### config.mk
export PLATFORM = sky130hd
export DESIGN_NAME = esd_ctrl
export DESIGN_NICKNAME = d
export VERILOG_FILES = /design/src/sv/esd_pkg.sv /design/src/sv/esd_ctrl.sv
export VERILOG_INCLUDE_DIRS = /design/src /design/src/sv
export SDC_FILE = /design/constraint.sdc
export NUM_CORES = 1
export LEC_CHECK = 0
export ABC_AREA = 1
export BUFFER_PORTS_ARGS = -buffer_cell sky130_fd_sc_hd__buf_2
export CORE_AREA = 2 2 39 41
export CTS_CLUSTER_DIAMETER = 60
export DETAILED_ROUTE_END_ITERATION = 8
export DIE_AREA = 0 0 41 43
export PLACE_DENSITY = 0.57
export SLEW_MARGIN = 20
export SYNTH_ARGS = -nofsm -noshare
export SYNTH_HDL_FRONTEND = slang
export SYNTH_SLANG_ARGS = --single-unit
### constraint.sdc
create_clock -name i_clk -period 1.22 [get_ports i_clk]
set_input_delay 0.244 -clock i_clk [delete_from_list [all_inputs] [get_ports i_clk]]
set_output_delay 0.244 -clock i_clk [all_outputs]
set_load 0.01 [all_outputs]
### src/sv/envelope_smoother_decay_assert.svh
// Assertion macros shared by the envelope smoother modules.
`ifndef ENVELOPE_SMOOTHER_DECAY_ASSERT_SVH
`define ENVELOPE_SMOOTHER_DECAY_ASSERT_SVH

// Same-cycle implication, clocked on i_clk, off during reset.
`define ESD_ASSERT_IMPL(lbl, ante, cons, msg) \
    lbl: assert property (@(posedge i_clk) disable iff (!i_rst_n) (ante) |-> (cons)) \
        else $error(msg);

// Next-cycle implication, clocked on i_clk, off during reset.
`define ESD_ASSERT_NEXT(lbl, ante, cons, msg) \
    lbl: assert property (@(posedge i_clk) disable iff (!i_rst_n) (ante) |=> (cons)) \
        else $error(msg);

`endif

### src/sv/esd_pkg.sv
// Shared types and constants for the envelope smoother.
package esd_pkg;

    localparam int SAMPLE_W       = 16;
    localparam int SUM_W          = 32;
    localparam int CFG_IDX_W      = 2;
    localparam int CFG_DATA_W     = 32;
    localparam int WLEN_W         = 9;
    localparam int DECAY_W        = 16;
    localparam int COEFF_W        = 32;
    localparam int MAX_WINDOW_DEF = 256;

    localparam logic [SAMPLE_W-1:0] DC_OFFSET_RST = 16'd0;
    localparam logic [WLEN_W-1:0]   WLEN_RST      = 9'd48;
    localparam logic [DECAY_W-1:0]  DECAY_RST     = 16'd62156;
    localparam logic [COEFF_W-1:0]  COEFF_RST     = 32'd466;

    typedef enum logic [CFG_IDX_W-1:0] {
        CFG_DC_OFFSET      = 2'd0,
        CFG_WINDOW_LENGTH  = 2'd1,
        CFG_DECAY_FACTOR   = 2'd2,
        CFG_PARABOLA_COEFF = 2'd3
    } t_cfg_idx;

    typedef struct packed {
        logic accept;       // input transfer this cycle
        logic step_window;  // add new value, write and read window store
        logic step_sub;     // drop the oldest value from the sum
        logic div_start;    // launch the mean division
        logic step_cmp;     // rise test, state update, first products
        logic step_mul1;
        logic step_mul2;
        logic step_mul3;
        logic load_out;     // move results into the output register
    } t_cmd;

    typedef struct packed {
        logic div_done;
    } t_status;

endpackage

### src/sv/esd_ctrl.sv
// Controller: sequences one item through the datapath and owns the output valid.
`include "envelope_smoother_decay_assert.svh"

module esd_ctrl (
    input  logic             i_clk,
    input  logic             i_rst_n,
    input  logic             i_in_valid,
    output logic             o_in_ready,
    input  logic             i_out_ready,
    output logic             o_out_valid,
    input  esd_pkg::t_status i_status,
    output esd_pkg::t_cmd    o_cmd
);

    typedef enum logic [3:0] {
        S_IDLE,
        S_WINDOW,
        S_SUB,
        S_DIVGO,
        S_DIVWAIT,
        S_CMP,
        S_MUL1,
        S_MUL2,
        S_MUL3,
        S_OUT
    } t_state;

    t_state r_state;
    t_state n_state;
    logic   r_out_valid;
    logic   n_out_valid;
    logic   load;

    always_comb begin
        n_state = r_state;
        o_cmd   = '0;
        load    = (r_state == S_OUT) && (!r_out_valid || i_out_ready);
        case (r_state)
            S_IDLE: begin
                if (i_in_valid) begin
                    o_cmd.accept = 1'b1;
                    n_state      = S_WINDOW;
                end
            end
            S_WINDOW: begin
                o_cmd.step_window = 1'b1;
                n_state           = S_SUB;
            end
            S_SUB: begin
                o_cmd.step_sub = 1'b1;
                n_state        = S_DIVGO;
            end
            S_DIVGO: begin
                o_cmd.div_start = 1'b1;
                n_state         = S_DIVWAIT;
            end
            S_DIVWAIT: begin
                if (i_status.div_done) begin
                    n_state = S_CMP;
                end
            end
            S_CMP: begin
                o_cmd.step_cmp = 1'b1;
                n_state        = S_MUL1;
            end
            S_MUL1: begin
                o_cmd.step_mul1 = 1'b1;
                n_state         = S_MUL2;
            end
            S_MUL2: begin
                o_cmd.step_mul2 = 1'b1;
                n_state         = S_MUL3;
            end
            S_MUL3: begin
                o_cmd.step_mul3 = 1'b1;
                n_state         = S_OUT;
            end
            S_OUT: begin
                // hold until the output register is free
                if (load) begin
                    o_cmd.load_out = 1'b1;
                    n_state        = S_IDLE;
                end
            end
            default: begin
                n_state = S_IDLE;
            end
        endcase

        if (load) begin
            n_out_valid = 1'b1;
        end else if (r_out_valid && i_out_ready) begin
            n_out_valid = 1'b0;
        end else begin
            n_out_valid = r_out_valid;
        end
    end

    always_ff @(posedge i_clk) begin
        if (!i_rst_n) begin
            r_state     <= S_IDLE;
            r_out_valid <= 1'b0;
        end else begin
            r_state     <= n_state;
            r_out_valid <= n_out_valid;
        end
    end

    assign o_in_ready  = (r_state == S_IDLE);
    assign o_out_valid = r_out_valid;

    `ESD_ASSERT_IMPL(a_done_in_wait, i_status.div_done, r_state == S_DIVWAIT, "divider done outside wait")
    `ESD_ASSERT_NEXT(a_busy_after_xfer, i_in_valid && o_in_ready, !o_in_ready, "ready right after transfer")
    `ESD_ASSERT_IMPL(a_valid_from_out, $rose(r_out_valid), $past(r_state) == S_OUT, "result without load")

endmodule

==> results of run 1 <==
## power by group through the flow
stage,Clock (W),Sequential (W),Combinational (W)
4_1_cts,0.000191,0.000198,0.000164
3_5_place_dp,0,0.000192,0.000133
3_3_place_gp,0,0.000191,0.000134
6_report,0.000182,0.000198,0.000184
5_1_grt,0.000204,0.000200,0.000205
2_1_floorplan,0,0.000189,0.0000893
## repair_timing
| action | 4_1_cts | 5_1_grt |
|---|---|---|
| pin swaps | 7 | 2 |
| endpoints found under the setup margin | 10 | 10 |
| cloned | 0 | 0 |
| setup buffers | 4 | 2 |
| resized for setup | 23 | 5 |
## cell usage in the layout, fill, tap and decap left out, types with 2 or more instances in the layout
master and n:
dfxtp_4 4, nand2_1 7, nor2_1 6, nor2_2 3, a21oi_1 2, inv_2 4
nor3_2 2, clkbuf_4 3, buf_4 7, nor2_4 5, inv_1 8, nand2_2 2
buf_6 2, buf_2 14, nand3_1 2
## per-stage QoR
| step | power, W | instance area, µm² |
|---|---|---|
| final | 0.000564 | 576 |
| after detailed placement | 0.000325 | 424 |
| after global placement | 0.000325 | 424 |
| after CTS | 0.000554 | 542 |
| after floorplan | 0.000279 | 333 |
| after global routing | 0.000608 | 576 |
## logic make-up (layout without fill, tap and decap cells)
logic type	after synthesis	count (layout)
simple gates	31	31
buf+inv	16	41
flops	5	5
compound gates	3	3
## how the worst min path moves through the flow
| stage | slack (ns) | from | endpoint |
|---|---|---|---|
| 2_1_floorplan | 0.34 | i_rst_n | r_state[0]$_SDFFE_PN0P_ |
| 3_3_place_gp | 0.44 | i_rst_n | r_state[0]$_SDFFE_PN0P_ |
| 3_5_place_dp | 0.45 | i_rst_n | r_state[0]$_SDFFE_PN0P_ |
| 4_1_cts | 0.21 | i_rst_n | r_state[0]$_SDFFE_PN0P_ |
| 5_1_grt | 0.23 | i_rst_n | r_state[0]$_SDFFE_PN0P_ |
| 6_report | 0.21 | i_rst_n | r_state[0]$_SDFFE_PN0P_ |
## worst max-delay path, delay by kind of cell (launching register included)
| kind | cells | cell delay (ns) |
|---|---|---|
| and+or+nand+nor | 3 | 0.32 |
| DFF | 1 | 0.36 |
| buffers and inverters | 1 | 0.15 |
## registers in the layout, indices dropped and copies added, names as in the netlist
register / flops
o_out_valid: 1
r_state: 4
## metal layers
metal	GRT usage (%)	wire length [µm]
met1	11.9	360
met2	17.2	470
met3	1.57	37
met4	10.0	11
met5	0	0
## final cells by class
type                    instances  area (µm²)
flip-flops and latches          5         115
multi-input cells              34         209
repair buffers                 23         145
fillers                       150         808
clock buffers                   4        26.3
inverters                      14        60.1
well taps                      16        20.0
==> metrics.csv, run 1 <==
metric,value,unit
status,"complete, but fails checks",
violations,negative setup slack,
r2r-end,r_state[3]$_SDFFE_PN0P_,
overflow,0,
cts-root-buf,clkbuf_4,
row_count,14,
ys_top_cells_by_count,"inv_1, nand2_1, nor2_1, nor2_2, dfxtp_1",
hold_class,input pin to register,
p_seq_share,35.2,%
worst_ep_arrival_time,1.07,ns
die_w,41,µm
layout-drive-gt1-share,61.3,%
setup-violations-final,10,
dieArea,0.00176,mm²
cts_hold_buf,0,
drc,0,
clock_power_share,32.2,%
rsz0062_at_grt,true,
finalCritPeriodShare,107,%
synthMuxAreaShare,0,%
syn-num-nets,60,
diodes,0,
powerDensity,980,mW/mm²
core-area,0.00138,mm²
crit_required,0.98,ns
worstMarginPinSlew,0.208,ns
synthToLayoutAreaGrowth,72.9,%
gp_routability_congestion,0.718,
holdWs,0.211,ns
peakVddDrop,0.417,mV
combinationalPowerShare,32.7,%
clkTransAtPathRegs,0.04,ns
place_hpwl,628,µm
relSlewSlack,86.0,%
p_int,0.000381,W
cts_tree,yes,
path_class,register to output pin,
synth.area.top_cells,"dfxtp_1, inv_1, nor2_2, nand2_1, nor2_1",
grt_pass1_vias,344,
finalWirelength,879,µm
io_pins,16,
fin_crit,1.31,ns
ys_seq_elements,5,
fmax,764,MHz
start_kind,register,
maxSlewViolCount,0,
numCtsBuffers,3,
synth-compound-area-share,4.51,%
reg2reg_depth,6,
fin_nets,86,
die_height,43,µm
synth_cells,55,
crit_start,r_state[1]$_SDFFE_PN0P_,
critical_path.endpoint_type,output pin,
leakage,0.306,nW
slowest_stage,dfxtp_4,
routedWlPerCell,9.16,µm
yosysWarnings,0,
hold_depth,3,
synth_top_family_by_area,simple AND/OR/NAND/NOR gates,
tns,-0.568,ns
num_vias,402,
grt_pass1_wl,1300,µm
firstDrtPassIters,3,
avgSynthCellArea,6.05,µm²
rr_startpoint,r_state[3]$_SDFFE_PN0P_,
critPathMaxFanout,4,
synth-edff-count,0,
synth_top_cell_area_share,30.1,%
cts_sinks,5,
avgViaCountPerCell,4.19,
grt_max_degree,7,
drt_iter0_drc,1,
cts_htree_levels,1,
antenna_found_initial,0,
ant_nets,0,
fin_skew,0.00240,ns
crit_chain,"nor2_4, nand2_1, nor3_1, buf_2",
start_util,24.1,%
yosysMostFrequentCell,inv_1,
fin_cells,96,
cts_buffer_depth,2,
setup_slack,-0.0893,ns
finalHoldViolations,0,
synth_xor_area_share,0,%
placed_cells,86,
yosys.area_share.simple,44.0,%
yosys.area_share.adder,0,%
max_stage_delay,0.36,ns
synthArstFlopShare,0,%
synth_ff_type,dfxtp_1,
swShare,32.5,%
endpoint,o_cmd[8],
ys_types,14,
insertion_delay,0.23,ns
ff2ff_setup_slack,0.20,ns
synth_seq_area_share,30.1,%
power.switching,0.000183,W
dpl_worst_slack,0.0486,ns
grtUsageTotal,11.0,%
maxCapViolCount,0,
portBuffers,15,
syn_area,333,µm²
final_core_util,41.6,%
yosys.area.top_type,dfxtp_1,
(Power assumes the default switching activity.)
==> run 2: changes to the inputs <==
CELL_PAD_IN_SITES_DETAIL_PLACEMENT = 1   (was unset)
CELL_PAD_IN_SITES_GLOBAL_PLACEMENT = 2   (was unset)
CORE_AREA = unset   (was 2 2 39 41)
CORE_MARGIN = 1   (was unset)
CORE_UTILIZATION = 19   (was unset)
DIE_AREA = unset   (was 0 0 41 43)
PLACE_DENSITY = 0.78   (was 0.57)
==> metrics.csv, run 2 (same netlist as run 1, synthesis figures left out) <==
metric,value,unit,change
cts_buffer_depth,2,,unchanged
finalHoldViolations,0,,unchanged
finalCritPeriodShare,109,%,+1.9 points
grt_pass1_wl,1740,µm,+34%
cts_hold_buf,0,,unchanged
final_core_util,39.8,%,-1.8 points
power.switching,0.000202,W,+9.9%
core-area,0.00158,mm²,+14%
final_area,627,µm²,+8.9%
leakage,0.336,nW,+9.8%
setup_slack,-0.113,ns,-0.0234 ns
largest_register,r_state,,
cts_tree,yes,,
drc,2,,+2
crit_chain,"inv_4, nor2_4, nand3_2, nor2_2, buf_2",,
rsz0062_at_grt,true,,
place_hpwl,745,µm,+19%
numCtsBuffers,3,,unchanged
cts-root-buf,clkbuf_4,,
overflow,0,,unchanged
num_vias,441,,+9.7%
portBuffers,15,,unchanged
finalWirelength,1160,µm,+32%
clkTransAtPathRegs,0.04,ns,about the same
status,"complete, but fails checks",,
powerDensity,956,mW/mm²,-2.4%
worst_ep_arrival_time,1.09,ns,+0.02 ns
grtUsageTotal,12.4,%,+1.3 points
tns,-0.731,ns,-0.163 ns
clock_power_share,31.0,%,-1.2 points
grt_pass1_vias,449,,+31%
io_pins,16,,unchanged
maxCapViolCount,0,,unchanged
fin_crit,1.33,ns,+0.0234 ns
start_util,21.1,%,-2.9 points
power,0.000599,W,+6.3%
critPathMaxFanout,4,,unchanged
cts_sinks,5,,unchanged
violations,"design-rule violations, negative setup slack",,
combinationalPowerShare,35.5,%,+2.8 points
gp_routability_congestion,0.744,,+3.6%
maxSlewViolCount,0,,unchanged
worstMarginPinSlew,0.294,ns,+0.0861 ns
synthToLayoutAreaGrowth,88.3,%,
fin_nets,91,,+5.8%
peakVddDrop,0.442,mV,+6.0%
fmax,750,MHz,-1.8%
path_class,register to output pin,,
avgViaCountPerCell,4.37,,+4.3%
layout-drive-gt1-share,67.1,%,+5.8 points
cts_htree_levels,1,,unchanged
p_int,0.000398,W,+4.5%
insertion_delay,0.24,ns,about the same
swShare,33.6,%,+1.1 points
diodes,0,,unchanged
die_w,43.9,µm,+7.0%
max_stage_delay,0.39,ns,+0.03 ns
antenna_found_initial,0,,unchanged
dieArea,0.00192,mm²,+9.1%
holdWs,0.210,ns,-0.00142 ns
firstDrtPassIters,5,,+2
fin_skew,0.000222,ns,-0.00217 ns
hold_class,input pin to register,,
row_count,14,,unchanged
final_common_cell,buf_2,,
layout_common_cells,"buf_2, buf_4, inv_1, nand2_1",,
start_kind,register,,
crit_required,0.98,ns,about the same
grt_max_degree,6,,-1
slowest_stage,dfxtp_4,,
critical_path.endpoint_type,output pin,,
relSlewSlack,80.3,%,-5.7 points
p_seq_share,33.4,%,-1.8 points
routedWlPerCell,11.5,µm,+25%
setup-violations-final,11,,+1
die_height,43.9,µm,+2.0%
ant_nets,0,,unchanged
largest_register_ffs,4,,unchanged
dpl_cell_area,432,µm²,+1.8%
drt_iter0_drc,2,,+1
## run 2: what timing repair did
action	4_1_cts	5_1_grt
pin swaps	4	3
gates cloned	0	0
resized for setup	22	10
setup buffers	7	3
setup endpoints to repair	10	10
## run 2: worst paths after layout
kind | startpoint | endpoint | slack (ns) | depth (start not counted)
worst max-delay path | r_state[0]$_SDFFE_PN0P_ | o_cmd[0] | -0.11 | 5
worst min-delay path | i_rst_n | r_state[0]$_SDFFE_PN0P_ | 0.21 | 3
worst max register to register | r_state[2]$_SDFFE_PN0P_ | r_state[0]$_SDFFE_PN0P_ | -0.03 | 10
worst min register to register | r_state[3]$_SDFFE_PN0P_ | r_state[1]$_SDFFE_PN0P_ | 0.60 | 2
## run 2: metal layers
layer  vias up  part of all wire, %  GRT usage, %
met5         -                    0             0
li1        229                    -             -
met2        12                   54          23.6
met1       198                   40          12.8
met3         2                  3.5          1.25
met4         0                  1.8          7.27
## run 2: stage by stage
stage | setup WS (ns) | std cells
after CTS | -0.113 | 98
final | -0.113 | 101
after global routing | -0.185 | 101
after detailed placement | -0.00612 | 87
after global placement | 0.0121 | 87
after floorplan | 0.0716 | 55
## run 2: power by group through the flow
stage / combinational [W] / sequential [W] / clock [W]
floorplan: 0.0000893 / 0.000189 / 0
CTS: 0.000187 / 0.000197 / 0.000200
finish: 0.000213 / 0.000200 / 0.000186
global placement: 0.000137 / 0.000193 / 0
detailed placement: 0.000138 / 0.000193 / 0
global route: 0.000233 / 0.000203 / 0.000206
## run 2: final cells by class
cell class	instances	area (µm²)
fill	208	950
multi-input combinational	34	219
timing repair buffer	28	186
sequential	5	115
inverter	14	60.1
clock buffer	4	26.3
tap	16	20.0
## run 2: critical path, delay by kind of cell (launching register included)
kind,cells,cell delay [ns]
flops,1,0.39
simple gates,3,0.29
buf+inv,2,0.19
==> run 3: changes to the inputs <==
==> constraint.sdc (replaced) <==
create_clock -name i_clk -period 1.22 [get_ports i_clk]
set_input_delay 0 -clock i_clk [delete_from_list [all_inputs] [get_ports i_clk]]
set_output_delay 0 -clock i_clk [all_outputs]
set_load 0.01 [all_outputs]
==> metrics.csv, run 3 (same netlist as run 1, synthesis figures left out) <==
metric,value,unit,change
place_hpwl,720,µm,-3.4%
fin_nets,79,,-13%
placed_cells,84,,-3.4%
rr_startpoint,r_state[0]$_SDFFE_PN0P_,,
grt_max_degree,9,,+3
fin_cells,89,,-12%
start_util,21.1,%,unchanged
drt_iter0_drc,11,,+9
setup-violations-final,0,,-11
drc,0,,-2
setup_slack,0.0859,ns,+0.199 ns
fin_skew,0.000357,ns,+0.000135 ns
firstDrtPassIters,6,,+1
status,finished clean,,
diodes,0,,unchanged
die_w,43.9,µm,unchanged
final_common_cell,buf_2,,
cp_top_family,flip-flops,,
dieArea,0.00192,mm²,unchanged
avgViaCountPerCell,4.16,,-4.8%
layout-drive-gt1-share,43.8,%,-23 points
num_vias,370,,-16%
reg2reg_depth,7,,-3
die_height,43.9,µm,unchanged
cts_tree,yes,,
overflow,0,,unchanged
synthToLayoutAreaGrowth,40.2,%,
critical_path.endpoint_type,output pin,,
crit_buf_inv,3,,+1
rsz0062_at_grt,true,,
cts_sinks,5,,unchanged
leakage,0.265,nW,-21%
io_pins,16,,unchanged
dpl_worst_slack,0.163,ns,+0.169 ns
relSlewSlack,86.0,%,+5.7 points
hold_class,input pin to register,,
fin_crit,1.13,ns,-0.199 ns
power,0.000532,W,-11%
insertion_delay,0.24,ns,about the same
grt_pass1_vias,363,,-19%
hold_path.startpoint,i_out_ready,,
fmax,882,MHz,+18%
worst_ep_arrival_time,1.13,ns,+0.04 ns
gp_routability_congestion,0.726,,-2.5%
cts-root-buf,clkbuf_4,,
worstMarginPinSlew,0.210,ns,-0.0847 ns
r2r-end,r_state[0]$_SDFFE_PN0P_,,
max_stage_delay,0.42,ns,+0.03 ns
start_kind,register,,
largest_register,r_state,,
path_class,register to output pin,,
finalCritPeriodShare,93.0,%,-16 points
antenna_found_initial,0,,unchanged
clkTransAtPathRegs,0.05,ns,about the same
layout_common_cells,"buf_2, inv_1, nand2_1, nor2_1, nor2_2",,
worstSetupPathDepth,5,,unchanged
tns,0,ns,+0.731 ns
core-area,0.00158,mm²,unchanged
crit_chain,"nand2_1, inv_1, nand2_1, inv_1, buf_2",,
numCtsBuffers,3,,unchanged
routedWlPerCell,9.97,µm,-13%
peakVddDrop,0.312,mV,-29%
finalHoldViolations,0,,unchanged
ant_nets,0,,unchanged
cts_buffer_depth,2,,unchanged
hold_depth,4,,+1
maxCapViolCount,0,,unchanged
maxSlewViolCount,0,,unchanged
largest_register_ffs,4,,unchanged
critPathMaxFanout,4,,unchanged
portBuffers,15,,unchanged
worstHoldEndpoint,r_state[3]$_SDFFE_PN0P_,,
crit_required,1.22,ns,+0.24 ns
slowest_stage,dfxtp_1,,
cts_htree_levels,1,,unchanged
grtUsageTotal,11.3,%,-1.0 points
grt_pass1_wl,1530,µm,-12%
finalWirelength,887,µm,-23%
row_count,14,,unchanged
ff2ff_setup_slack,0.25,ns,+0.28 ns
cts_setup_buffers,0,,-7
powerDensity,1140,mW/mm²,+19%
## run 3: final cells by class
class	instances	area, µm²
repair buffers	16	85.1
clock buffers	4	26.3
multi-input cells	34	179
inverters	14	52.6
well taps	16	20.0
fillers	216	1110
flip-flops and latches	5	104
## run 3: routing by layer
layer / vias up / routed length [µm] / GRT usage (%)
met5: - / 0 / 0
met4: 0 / 8 / 9.09
met3: 2 / 57 / 4.17
met2: 12 / 425 / 16.4
met1: 159 / 395 / 13.3
li1: 197 / - / -
## run 3: how the worst max path moves through the flow
stage                                  from                      end
global route        r_state[0]$_SDFFE_PN0P_                 o_cmd[0]
finish              r_state[1]$_SDFFE_PN0P_                 o_cmd[5]
detailed placement  r_state[3]$_SDFFE_PN0P_  r_state[0]$_SDFFE_PN0P_
CTS                 r_state[2]$_SDFFE_PN0P_                 o_cmd[3]
floorplan           r_state[3]$_SDFFE_PN0P_  r_state[3]$_SDFFE_PN0P_
global placement    r_state[3]$_SDFFE_PN0P_  r_state[0]$_SDFFE_PN0P_
## run 3: worst min-delay path, stage by stage
cell	delay (ns)
buf_2	0.07
nor2_1	0.06
nand4_1	0.11
a21oi_1	0.07
## run 3: per-stage QoR
step | util [%] | hold WS [ns] | cell area (µm²)
after floorplan | - | 0.0976 | 333
after global placement | 26.0 | 0.209 | 409
after detailed placement | 26.0 | 0.211 | 409
after CTS | 28.4 | 0.126 | 448
after global routing | 29.6 | 0.144 | 467
final | 29.6 | 0.114 | 467
## run 3: power breakdown
part,internal [W],total [W],switching [W]
Combinational,0.0000556,0.000139,0.0000837
Sequential,0.000177,0.000196,0.0000188
Clock,0.000124,0.000197,0.0000729
Total,0.000356,0.000532,0.000175
## run 3: what timing repair did
action,4_1_cts,5_1_grt
hold endpoints to repair,1,0
pin swaps,1,0
hold buffers,1,0
resized for setup,1,7
endpoints found under the setup margin,3,10
